File: src/design/stb_pkg.sv
// Sepia tone blend: shared widths, fixed-point constants and payload types.
// Used by the channel interfaces and by the top level; depends on nothing.
package stb_pkg;

  localparam int ChW        = 8;
  localparam int CoefW      = 12;
  localparam int FracBits   = 12;
  localparam int ProdW      = ChW + CoefW;
  localparam int SumW       = ProdW + 1;
  localparam int DiffW      = SumW + 1;
  localparam int KW         = 7;
  localparam int PrdKW      = DiffW + KW;
  localparam int BaseW      = 27;
  localparam int TW         = PrdKW + 1;
  localparam int UW         = 16;
  localparam int RecipW     = 17;
  localparam int RecipShift = 23;
  localparam int MulW       = UW + RecipW;
  localparam int QW         = MulW - RecipShift;
  localparam int NumStages  = 6;

  typedef logic [ChW-1:0]   chan_t;
  typedef chan_t [2:0]      rgb_t;
  typedef logic [CoefW-1:0] coef_t;
  typedef logic [KW-1:0]    pct_t;

  localparam pct_t PercentFull = 7'd100;

  // Q0.12 sepia matrix, rows red, green, blue
  localparam coef_t SepiaCoef [3][3] = '{
    '{12'd1610, 12'd3150, 12'd774},
    '{12'd1430, 12'd2810, 12'd688},
    '{12'd1114, 12'd2187, 12'd537}
  };

  localparam logic [BaseW-1:0]  BlendDiv  = 27'd409600;
  localparam logic [BaseW-1:0]  BlendHalf = 27'd204800;
  // ceil(2^23 / 100): exact floor division for any 16-bit dividend
  localparam logic [RecipW-1:0] Recip100  = 17'd83887;
  localparam chan_t             ChanMax   = 8'd255;

endpackage

File: src/design/stb_in_if.sv
// Sepia tone blend: input pixel channel, valid/ready with RGBA payload.
// Depends on stb_pkg.
interface stb_in_if;
  logic            valid;
  logic            ready;
  stb_pkg::chan_t  red_in;
  stb_pkg::chan_t  green_in;
  stb_pkg::chan_t  blue_in;
  stb_pkg::chan_t  alpha_in;

  modport source (output valid, red_in, green_in, blue_in, alpha_in, input ready);
  modport sink   (input valid, red_in, green_in, blue_in, alpha_in, output ready);
endinterface

File: src/design/stb_out_if.sv
// Sepia tone blend: result pixel channel, valid/ready with RGBA payload.
// Depends on stb_pkg.
interface stb_out_if;
  logic            valid;
  logic            ready;
  stb_pkg::chan_t  red_out;
  stb_pkg::chan_t  green_out;
  stb_pkg::chan_t  blue_out;
  stb_pkg::chan_t  alpha_out;

  modport source (output valid, red_out, green_out, blue_out, alpha_out, input ready);
  modport sink   (input valid, red_out, green_out, blue_out, alpha_out, output ready);
endinterface

File: src/design/sepia_tone_blend_top.sv
// Sepia tone blend top level: six-stage pipeline, sepia matrix then percent blend.
// Depends on stb_pkg, stb_in_if and stb_out_if.
//
// Takes one RGBA pixel per clock while the output does not stall and returns
// it with red, green and blue pushed through the sepia matrix and blended
// with the original by the intensity register (0 to 100 percent, values
// above 100 act as 100); alpha is copied. Each stage carries its own valid
// bit and loads whenever it is empty or the stage after it moves, so bubbles
// close up during an output stall and in_pix.ready only drops once all six
// stages hold items. Write cfg_wdata with cfg_we only while no item is in
// flight; it resets to 100.
module sepia_tone_blend_top (
  input  logic                 clk,
  input  logic                 rst_n,
  input  logic                 cfg_we,
  input  stb_pkg::pct_t        cfg_wdata,
  stb_in_if.sink               in_pix,
  stb_out_if.source            out_pix
);
  import stb_pkg::*;

  pct_t                         intensity_r;
  logic [NumStages-1:0]         v_r;
  logic [NumStages-1:0]         en;

  logic [2:0][2:0][ProdW-1:0]   prod0_r;
  rgb_t                         ch0_r, ch1_r;
  chan_t                        a0_r, a1_r, a2_r, a3_r, a4_r, a5_r;
  logic signed [DiffW-1:0]      d1_r [3];
  logic signed [PrdKW-1:0]      p2_r [3];
  logic [2:0][BaseW-1:0]        cb2_r;
  logic [2:0][UW-1:0]           u3_r;
  logic [2:0]                   neg3_r, big3_r, neg4_r, big4_r;
  logic [2:0][QW-1:0]           q4_r;
  rgb_t                         rgb5_r;

  pct_t                         k_eff;
  logic [SumW-1:0]              s_sum [3];
  logic signed [TW-1:0]         t_sum [3];
  logic [MulW-1:0]              m_prod [3];

  always_ff @(posedge clk) begin
    if (!rst_n) begin
      intensity_r <= PercentFull;
    end else if (cfg_we) begin
      intensity_r <= cfg_wdata;
    end
  end

  always_comb begin
    en[NumStages-1] = !v_r[NumStages-1] || out_pix.ready;
    for (int i = NumStages - 2; i >= 0; i--) begin
      en[i] = !v_r[i] || en[i+1];
    end
  end

  assign in_pix.ready = en[0];

  always_ff @(posedge clk) begin
    if (!rst_n) begin
      v_r <= '0;
    end else begin
      if (en[0]) begin
        v_r[0] <= in_pix.valid;
      end
      for (int i = 1; i < NumStages; i++) begin
        if (en[i]) begin
          v_r[i] <= v_r[i-1];
        end
      end
    end
  end

  assign k_eff = (intensity_r > PercentFull) ? PercentFull : intensity_r;

  always_comb begin
    for (int i = 0; i < 3; i++) begin
      s_sum[i] = SumW'(prod0_r[i][0]) + SumW'(prod0_r[i][1]) + SumW'(prod0_r[i][2]);
      t_sum[i] = TW'(p2_r[i]) + TW'($signed({1'b0, cb2_r[i]}));
      m_prod[i] = MulW'(u3_r[i]) * MulW'(Recip100);
    end
  end

  // stage 0: matrix products
  always_ff @(posedge clk) begin
    if (en[0]) begin
      ch0_r <= {in_pix.blue_in, in_pix.green_in, in_pix.red_in};
      a0_r  <= in_pix.alpha_in;
      for (int i = 0; i < 3; i++) begin
        prod0_r[i][0] <= ProdW'(SepiaCoef[i][0]) * ProdW'(in_pix.red_in);
        prod0_r[i][1] <= ProdW'(SepiaCoef[i][1]) * ProdW'(in_pix.green_in);
        prod0_r[i][2] <= ProdW'(SepiaCoef[i][2]) * ProdW'(in_pix.blue_in);
      end
    end
  end

  // stage 1: sepia sum minus original, both Q.12
  always_ff @(posedge clk) begin
    if (en[1]) begin
      ch1_r <= ch0_r;
      a1_r  <= a0_r;
      for (int i = 0; i < 3; i++) begin
        d1_r[i] <= $signed({1'b0, s_sum[i]}) -
                   $signed({2'b00, ch0_r[i], {FracBits{1'b0}}});
      end
    end
  end

  // stage 2: scale difference by intensity, build rounded base
  always_ff @(posedge clk) begin
    if (en[2]) begin
      a2_r <= a1_r;
      for (int i = 0; i < 3; i++) begin
        p2_r[i]  <= PrdKW'(d1_r[i]) * PrdKW'($signed({1'b0, k_eff}));
        cb2_r[i] <= BaseW'(ch1_r[i]) * BlendDiv + BlendHalf;
      end
    end
  end

  // stage 3: full blend sum, drop the Q.12 fraction
  always_ff @(posedge clk) begin
    if (en[3]) begin
      a3_r <= a2_r;
      for (int i = 0; i < 3; i++) begin
        u3_r[i]   <= t_sum[i][FracBits +: UW];
        neg3_r[i] <= t_sum[i][TW-1];
        big3_r[i] <= |t_sum[i][TW-2:FracBits+UW];
      end
    end
  end

  // stage 4: divide by one hundred through the reciprocal
  always_ff @(posedge clk) begin
    if (en[4]) begin
      a4_r   <= a3_r;
      neg4_r <= neg3_r;
      big4_r <= big3_r;
      for (int i = 0; i < 3; i++) begin
        q4_r[i] <= m_prod[i][MulW-1:RecipShift];
      end
    end
  end

  // stage 5: saturate and hold for the sink
  always_ff @(posedge clk) begin
    if (en[5]) begin
      a5_r <= a4_r;
      for (int i = 0; i < 3; i++) begin
        if (neg4_r[i]) begin
          rgb5_r[i] <= '0;
        end else if (big4_r[i] || (q4_r[i] > QW'(ChanMax))) begin
          rgb5_r[i] <= ChanMax;
        end else begin
          rgb5_r[i] <= q4_r[i][ChW-1:0];
        end
      end
    end
  end

  assign out_pix.valid     = v_r[NumStages-1];
  assign out_pix.red_out   = rgb5_r[0];
  assign out_pix.green_out = rgb5_r[1];
  assign out_pix.blue_out  = rgb5_r[2];
  assign out_pix.alpha_out = a5_r;

`ifndef SYNTHESIS
  a_full_when_blocked: assert property (@(posedge clk) disable iff (!rst_n)
    !in_pix.ready |-> (&v_r))
    else $error("input blocked while a stage is empty");

  a_blend_non_negative: assert property (@(posedge clk) disable iff (!rst_n)
    v_r[3] |-> (neg3_r == 3'b000))
    else $error("blend sum negative with clamped intensity");

  a_empty_after_reset: assert property (@(posedge clk)
    $past(!rst_n) |-> (v_r == '0))
    else $error("pipeline holds items after reset");
`endif

endmodule

File: src/flat_wrapper.sv
// flat-port wrapper written by rule: the top's interface ports become plain ports
module sepia_tone_blend_top_flat import stb_pkg::*;
  (clk, rst_n, cfg_we, cfg_wdata, in_pix_valid, in_pix_red_in, in_pix_green_in, in_pix_blue_in, in_pix_alpha_in, in_pix_ready, out_pix_valid, out_pix_red_out, out_pix_green_out, out_pix_blue_out, out_pix_alpha_out, out_pix_ready);
  stb_in_if in_pix_i ();
  stb_out_if out_pix_i ();
  input  logic clk;
  input  logic rst_n;
  input  logic cfg_we;
  input  stb_pkg::pct_t cfg_wdata;
  input wire logic [$bits(in_pix_i.valid)-1:0] in_pix_valid;
  input wire logic [$bits(in_pix_i.red_in)-1:0] in_pix_red_in;
  input wire logic [$bits(in_pix_i.green_in)-1:0] in_pix_green_in;
  input wire logic [$bits(in_pix_i.blue_in)-1:0] in_pix_blue_in;
  input wire logic [$bits(in_pix_i.alpha_in)-1:0] in_pix_alpha_in;
  output wire logic [$bits(in_pix_i.ready)-1:0] in_pix_ready;
  output wire logic [$bits(out_pix_i.valid)-1:0] out_pix_valid;
  output wire logic [$bits(out_pix_i.red_out)-1:0] out_pix_red_out;
  output wire logic [$bits(out_pix_i.green_out)-1:0] out_pix_green_out;
  output wire logic [$bits(out_pix_i.blue_out)-1:0] out_pix_blue_out;
  output wire logic [$bits(out_pix_i.alpha_out)-1:0] out_pix_alpha_out;
  input wire logic [$bits(out_pix_i.ready)-1:0] out_pix_ready;
  assign in_pix_i.valid = in_pix_valid;
  assign in_pix_i.red_in = in_pix_red_in;
  assign in_pix_i.green_in = in_pix_green_in;
  assign in_pix_i.blue_in = in_pix_blue_in;
  assign in_pix_i.alpha_in = in_pix_alpha_in;
  assign in_pix_ready = in_pix_i.ready;
  assign out_pix_valid = out_pix_i.valid;
  assign out_pix_red_out = out_pix_i.red_out;
  assign out_pix_green_out = out_pix_i.green_out;
  assign out_pix_blue_out = out_pix_i.blue_out;
  assign out_pix_alpha_out = out_pix_i.alpha_out;
  assign out_pix_i.ready = out_pix_ready;
  sepia_tone_blend_top u_core (.clk(clk), .rst_n(rst_n), .cfg_we(cfg_we), .cfg_wdata(cfg_wdata), .in_pix(in_pix_i), .out_pix(out_pix_i));
endmodule
File: config.mk
export PLATFORM = sky130hd
export DESIGN_NAME = sepia_tone_blend_top_flat
export DESIGN_NICKNAME = d
export VERILOG_FILES = /design/src/design/stb_pkg.sv /design/src/design/stb_in_if.sv /design/src/design/stb_out_if.sv /design/src/design/sepia_tone_blend_top.sv /design/src/flat_wrapper.sv
export SDC_FILE = /design/constraint.sdc
export NUM_CORES = 2
export LEC_CHECK = 0
export ABC_AREA = 1
export BUFFER_PORTS_ARGS = -buffer_cell sky130_fd_sc_hd__clkbuf_2
export CAP_MARGIN = 5
export CELL_PAD_IN_SITES_DETAIL_PLACEMENT = 0
export CELL_PAD_IN_SITES_GLOBAL_PLACEMENT = 2
export CORE_MARGIN = 5
export CORE_UTILIZATION = 43
export DETAILED_ROUTE_END_ITERATION = 16
export HOLD_SLACK_MARGIN = 0.06
export PLACE_DENSITY_LB_ADDON = 0.1
export SYNTH_ARGS = -nofsm -noshare
export SYNTH_HDL_FRONTEND = slang
export SYNTH_SLANG_ARGS = --single-unit
File: constraint.sdc
create_clock -name clk -period 11.2 [get_ports clk]
set_input_delay 0.56 -clock clk [delete_from_list [all_inputs] [get_ports clk]]
set_output_delay 0.56 -clock clk [all_outputs]
set_load 0.005 [all_outputs]
Word-level counts from Yosys, hierarchy flattened
Memory sizes are Yosys's and may differ from the RTL's.
Index checks and enable logic that the tools add are counted.
- bits in registers: 465
- bits in writable memories: 153
- bits of input ports: 44
- output and inout bits: 34
- logic and storage cells: 106
- memories kept: 2
- add/sub/neg operators: 15
- multipliers: 18
- $lt $le $gt $ge: 4
- muxes and demuxes: 8
- reduce and logical (&&, ||, !) cells: 15
- memory list (memory ; depth ; bits a word ; rd ports ; clocked after Yosys merged registers in ; wr ports ; line ; text):
    u_core.p2_r ; 3 ; 29 ; 3 ; 0 ; 3 ; sepia_tone_blend_top.sv:30 ; logic signed [PrdKW-1:0] p2_r [3];
    u_core.d1_r ; 3 ; 22 ; 3 ; 0 ; 3 ; sepia_tone_blend_top.sv:29 ; logic signed [DiffW-1:0] d1_r [3];
- operator list (kind ; number):
    $mul A16 B17 Y33 const B ; 3
    $add A29 B28 Y30 ; 3
    $mul A22 B8 Y29 ; 3
    $add A27 B18 Y27 const B ; 3
    $mul A10 B8 Y18 const A ; 4
    $sub A21 B20 Y22 ; 3
    $add A19 B20 Y21 ; 3
    $add A21 B18 Y21 ; 3
    $mul A8 B5 Y13 const B ; 3
    $mul A11 B8 Y19 const A ; 2
    $gt A10 B8 Y1 const B ; 3
    $mux W8 ; 3
    $mul A12 B8 Y20 const A ; 1
    $mul A9 B8 Y17 const A ; 1
    $mul A6 B8 Y14 const A ; 1
    $logic_or A1 B1 Y1 ; 9
    $gt A7 B7 Y1 const B ; 1
    $mux W7 ; 1
    $logic_not A1 Y1 ; 6
    $mux W1 ; 4

Depth between registers and ports, before layout
- depth in word-level cells: 8
- mapped depth: 26
- mapped depth without buffers: 25

Worst setup path before layout
OpenSTA, ideal clock, no wires.
- path type: input to output
- from: input out_pix_ready
- to: output in_pix_ready
- arrival time: 9742 ps
- required time: 10640 ps
- path slack: 898 ps
- stages on the path: 10
- cells stage by stage: nor2_1 inv_1 nor2_1 inv_1 nor2_1 inv_1 nor2_1 inv_1 nor2_1 nand2_1
- word-level cells in the longest chain between the ends: 6
- ends and longest elaborated chain (element ; line ; text):
    start: declaration ; flat_wrapper.sv:21 ; input wire logic [$bits(out_pix_i.ready)-1:0] out_pix_ready;
    $logic_or A1 B1 Y1 ; sepia_tone_blend_top.sv:51 ; en[NumStages-1] = !v_r[NumStages-1] || out_pix.ready;
    named net u_core.en[5] ; sepia_tone_blend_top.sv:24 ; logic [NumStages-1:0] en;
    $logic_or A1 B1 Y1 ; sepia_tone_blend_top.sv:53 ; en[i] = !v_r[i] || en[i+1];
    named net u_core.en[4] ; sepia_tone_blend_top.sv:24 ;
    $logic_or A1 B1 Y1 ; sepia_tone_blend_top.sv:53 ;
    named net u_core.en[3] ; sepia_tone_blend_top.sv:24 ;
    $logic_or A1 B1 Y1 ; sepia_tone_blend_top.sv:53 ;
    named net u_core.en[2] ; sepia_tone_blend_top.sv:24 ;
    $logic_or A1 B1 Y1 (2 in series) ; sepia_tone_blend_top.sv:53 ;
    end: declaration ; flat_wrapper.sv:15 ; output wire logic [$bits(in_pix_i.ready)-1:0] in_pix_ready;
The timed path passes the listed nets, and every way through them passes these cells.

==> results.toml <==
[global_route]
grt_pass1_vias = 49900
grt_start_max_net_pins = 168
track_usage_pct = 20.8
gr-total-overflow = 0
grt_pass1_wl_um = 276000
antenna_found_initial = 2

[sta]
holdWs_ns = 0.117
slew_violations = 0
fin_crit_sh_pct = 62.8
setup_viol = 0
fin_skew_ns = 0.0334
min_period_ns = 7.03
hold_violations = 0
maxSlewHeadroom_pct = 31.8
max_slew.worst_pin.slew_ns = 1.02
clock.fmax_mhz = 142
setup_tns_ns = 0
rsz0062_at_grt = "no"
setup_ws_ns = 4.17

[cells_and_area]
n_fill_cell = 15600
drive_gt1_share_pct = 3.26
nNetsFinal = 9537
diodes = 0
syn_to_final_growth_pct = 7.78
design_area_um2 = 73400

[synth]
ys_types = 50
yosys-top-cells-area = "fa_1 (24%), edfxtp_1 (22%), ha_1 (21%), inv_1 (11%), nand2_1 (5.6%)"
synth_area_leader_cell = "fa_1"
synthArstFlopShare_pct = 0
synthCells = 7435
avgSynthCellArea_um2 = 9.16
ys_ff_latch = 520
seq_area_frac_synth_pct = 22.7
syn-num-nets = 9412
synth-edff-count = 507
synthDominantCellAreaShare_pct = 23.7
synth_ff_type = "edfxtp_1"
synth-warning-count = 0
syn-cell-area_um2 = 68100

[routing]
viasPerCell = 4.86
drtAntennaViolNets = 0
vias = 47000
routedWlPerCell_um = 17.6
drt_wl_total_um = 170000
drc = 0
dr.pass1.iters = 7
initialDrtViolationCount = 2167

[outcome]
outcome = "finished, final reports clean"

[critical_path]
rrSetupSlack_ns = 4.17
worstSetupEndpointType = "register"
worstRegToRegCells = 22
path_delay_family = "adder cells"
cpMaxStageDelayCell = "buf_4"
cpPeakStageDelay_ns = 0.64
cp.arrival_ns = 7.44
path_max_fanout = 67
cp-start-kind = "register"
cp_cell_sequence = "buf_4 -> nand2_1 -> a21oi_1 -> nand2_2 -> nand2_2 -> buf_4 -> nand2_1 -> fa_1 -> inv_1 -> fa_1 -> fa_1 -> inv_1 -> fa_1 -> inv_1 -> ha_1 -> a21oi_1 -> a21boi_0 -> nor2_1 -> a2111oi_0 -> nand2_1 -> nand2_1 -> nand2_1"
criticalPathCategory = "register to register"
cp-startpoint = "u_core.intensity_r[5]"
r2r_end = "u_core.p2_r[0][86]"
crit_cells = 22
crit_buf_inv = 5
reg2reg_from = "u_core.intensity_r[5]"
critical_path.endpoint = "u_core.p2_r[0][86]"
cp_data_required_time_ns = 11.60
crit_path_frequent_cell = "nand2_1"

[placed_design]
post_dp_cell_area_um2 = 71000
place_congestion = 0.882
dp_slack_ns = 4.12
io_buffers = 77
dp_hpwl_um = 146000

[floorplan]
rows = 146
pin_count = 78
start_util_pct = 43.1
coreArea_um2 = 158000
die-height_um = 408
dieArea_um2 = 166000
die_w_um = 408

[clock_tree]
post_cts_buffers = 0
cts_hold_buf = 9
cts.sinks = 520
cts_resized = 0
cts_buffers = 70
clk_pin_slew_worst_paths_ns = 0.06
worstSkewPairLatency_ns = 0.66
cts_tree = "done"
clockBufferDepth = 3
h-tree-depth = 3
root_buffer = "clkbuf_16"

[worst_hold_path]
hold_path_depth = 1
hold_path.class = "input port to register"

[run]
maxCapViolations = 0
-- final cells by class --
cell class                      instances  area (um2)  share of cell area [%]
Clock inverter                         42         385                   0.525
Timing Repair Buffer                  101         601                   0.818
Clock buffer                           82        1880                    2.56
Multi-Input combinational cell       4901       45100                    61.4
Tap cell                             2072        2590                    3.53
Sequential cell                       520       15500                    21.1
Inverter                             1966        7380                    10.1
-- synth_stat cells (3+ instances only) --
library cell and instances:
nor2_1 479, dfxtp_1 13, xnor2_1 104, a21boi_0 19, nand4_1 46, o21ai_2 3, o21ai_0 215, o211ai_1 5
o221ai_1 7, nor4_1 11, o21ai_1 17, nand2_2 7, nand2_1 1012, clkbuf_1 38, nand3_2 3, o2111ai_1 9
buf_1 5, or3_1 3, a21o_1 31, o31ai_1 11, or2_2 14, ha_1 1126, xor2_1 209, a211oi_1 11
inv_1 1966, and3_1 3, buf_2 5, edfxtp_1 507, nor3_1 72, fa_1 807, nand3_1 157, o21a_1 28
a31oi_1 32, nand3b_1 3, a21oi_1 422, nor2_2 3, o21bai_1 11, o21bai_2 4
-- per-stage QoR --
stage | util, % | cells
final | 46.5 | 9684
after detailed placement | 45.0 | 9551
after floorplan | - | 7435
after CTS | 46.5 | 9684
after global routing | 46.5 | 9684
after global placement | 45.0 | 9551
-- state kept, by name (all words and copies together), names as in the netlist, 24 cells and up --
register and cells:
u_core.q4_r 30, u_core.d1_r 64, u_core.ch1_r 24, u_core.cb2_r 39, u_core.p2_r 51, u_core.u3_r 48, u_core.prod0_r 143, u_core.ch0_r 24
-- layer usage --
layer / global-route usage [%] / share of wire, % / vias up
met5: 0 / 0 / -
met4: 5.97 / 2.9 / 0
met3: 1.97 / 2.8 / 193
met2: 36.1 / 48 / 646
met1: 27.9 / 46 / 22500
li1: - / - / 23700
-- worst reg2reg max path, stage by stage (launching register included) --
cell       delay (ns)
dfxtp_2          0.31
buf_4            0.64
nand2_1          0.13
a21oi_1          0.25
nand2_2          0.19
nand2_2          0.57
buf_4            0.55
nand2_1          0.22
fa_1             0.56
inv_1            0.05
fa_1             0.46
fa_1             0.55
inv_1            0.05
fa_1             0.53
inv_1            0.04
ha_1             0.39
a21oi_1          0.21
a21boi_0         0.34
nor2_1           0.07
a2111oi_0        0.44
nand2_1          0.11
nand2_1          0.07
nand2_1          0.04
-- cells by family after synthesis --
logic type,count (synthesis),synth area share [%]
buffers and inverters,2014,11.1
adder cells (fa/ha/maj),1933,44.4
AND/OR/NAND/NOR,1820,10.9
AO/OA/AOI/OAI,835,6.82
flip-flops,520,22.7
XOR/XNOR,313,4.03
-- how the worst min path moves through the flow --
stage | startpoint | end | slack [ns]
finish | in_pix_alpha_in[1] | u_core.a0_r[1] | 0.12
global placement | u_core.big3_r[0] | u_core.big4_r[0] | 0.40
global route | in_pix_alpha_in[1] | u_core.a0_r[1] | 0.09
CTS | cfg_wdata[1] | u_core.intensity_r[1] | 0.06
detailed placement | u_core.a1_r[0] | u_core.a2_r[0] | 0.40
floorplan | u_core.a0_r[0] | u_core.a1_r[0] | 0.40
-- cells in the final DEF (no fill, tap or decap), types with 5 or more instances in the layout --
cell type / instances
clkbuf_1: 6
ha_1: 1126
clkbuf_16: 72
o221ai_1: 7
o211ai_1: 5
o2111ai_1: 9
a21o_1: 31
nand4_1: 46
dlygate4sd3_1: 9
edfxtp_1: 507
a31oi_1: 32
inv_1: 1962
nand3_1: 157
clkinv_1: 14
a21boi_0: 19
xor2_1: 209
a21oi_1: 422
o21a_1: 28
clkbuf_2: 77
clkinvlp_4: 6
xnor2_1: 104
nand2_1: 1007
o21bai_1: 11
nor2_1: 479
nor3_1: 72
buf_4: 14
fa_1: 807
o21ai_1: 17
clkinv_2: 8
dfxtp_1: 11
or2_2: 14
o31ai_1: 11
o21ai_0: 215
nand2_2: 11
nor4_1: 11
a211oi_1: 11
Power is left out: the tool's default activity adds up to more than one toggle a clock period on the data nets, which glitch-free logic cannot reach.
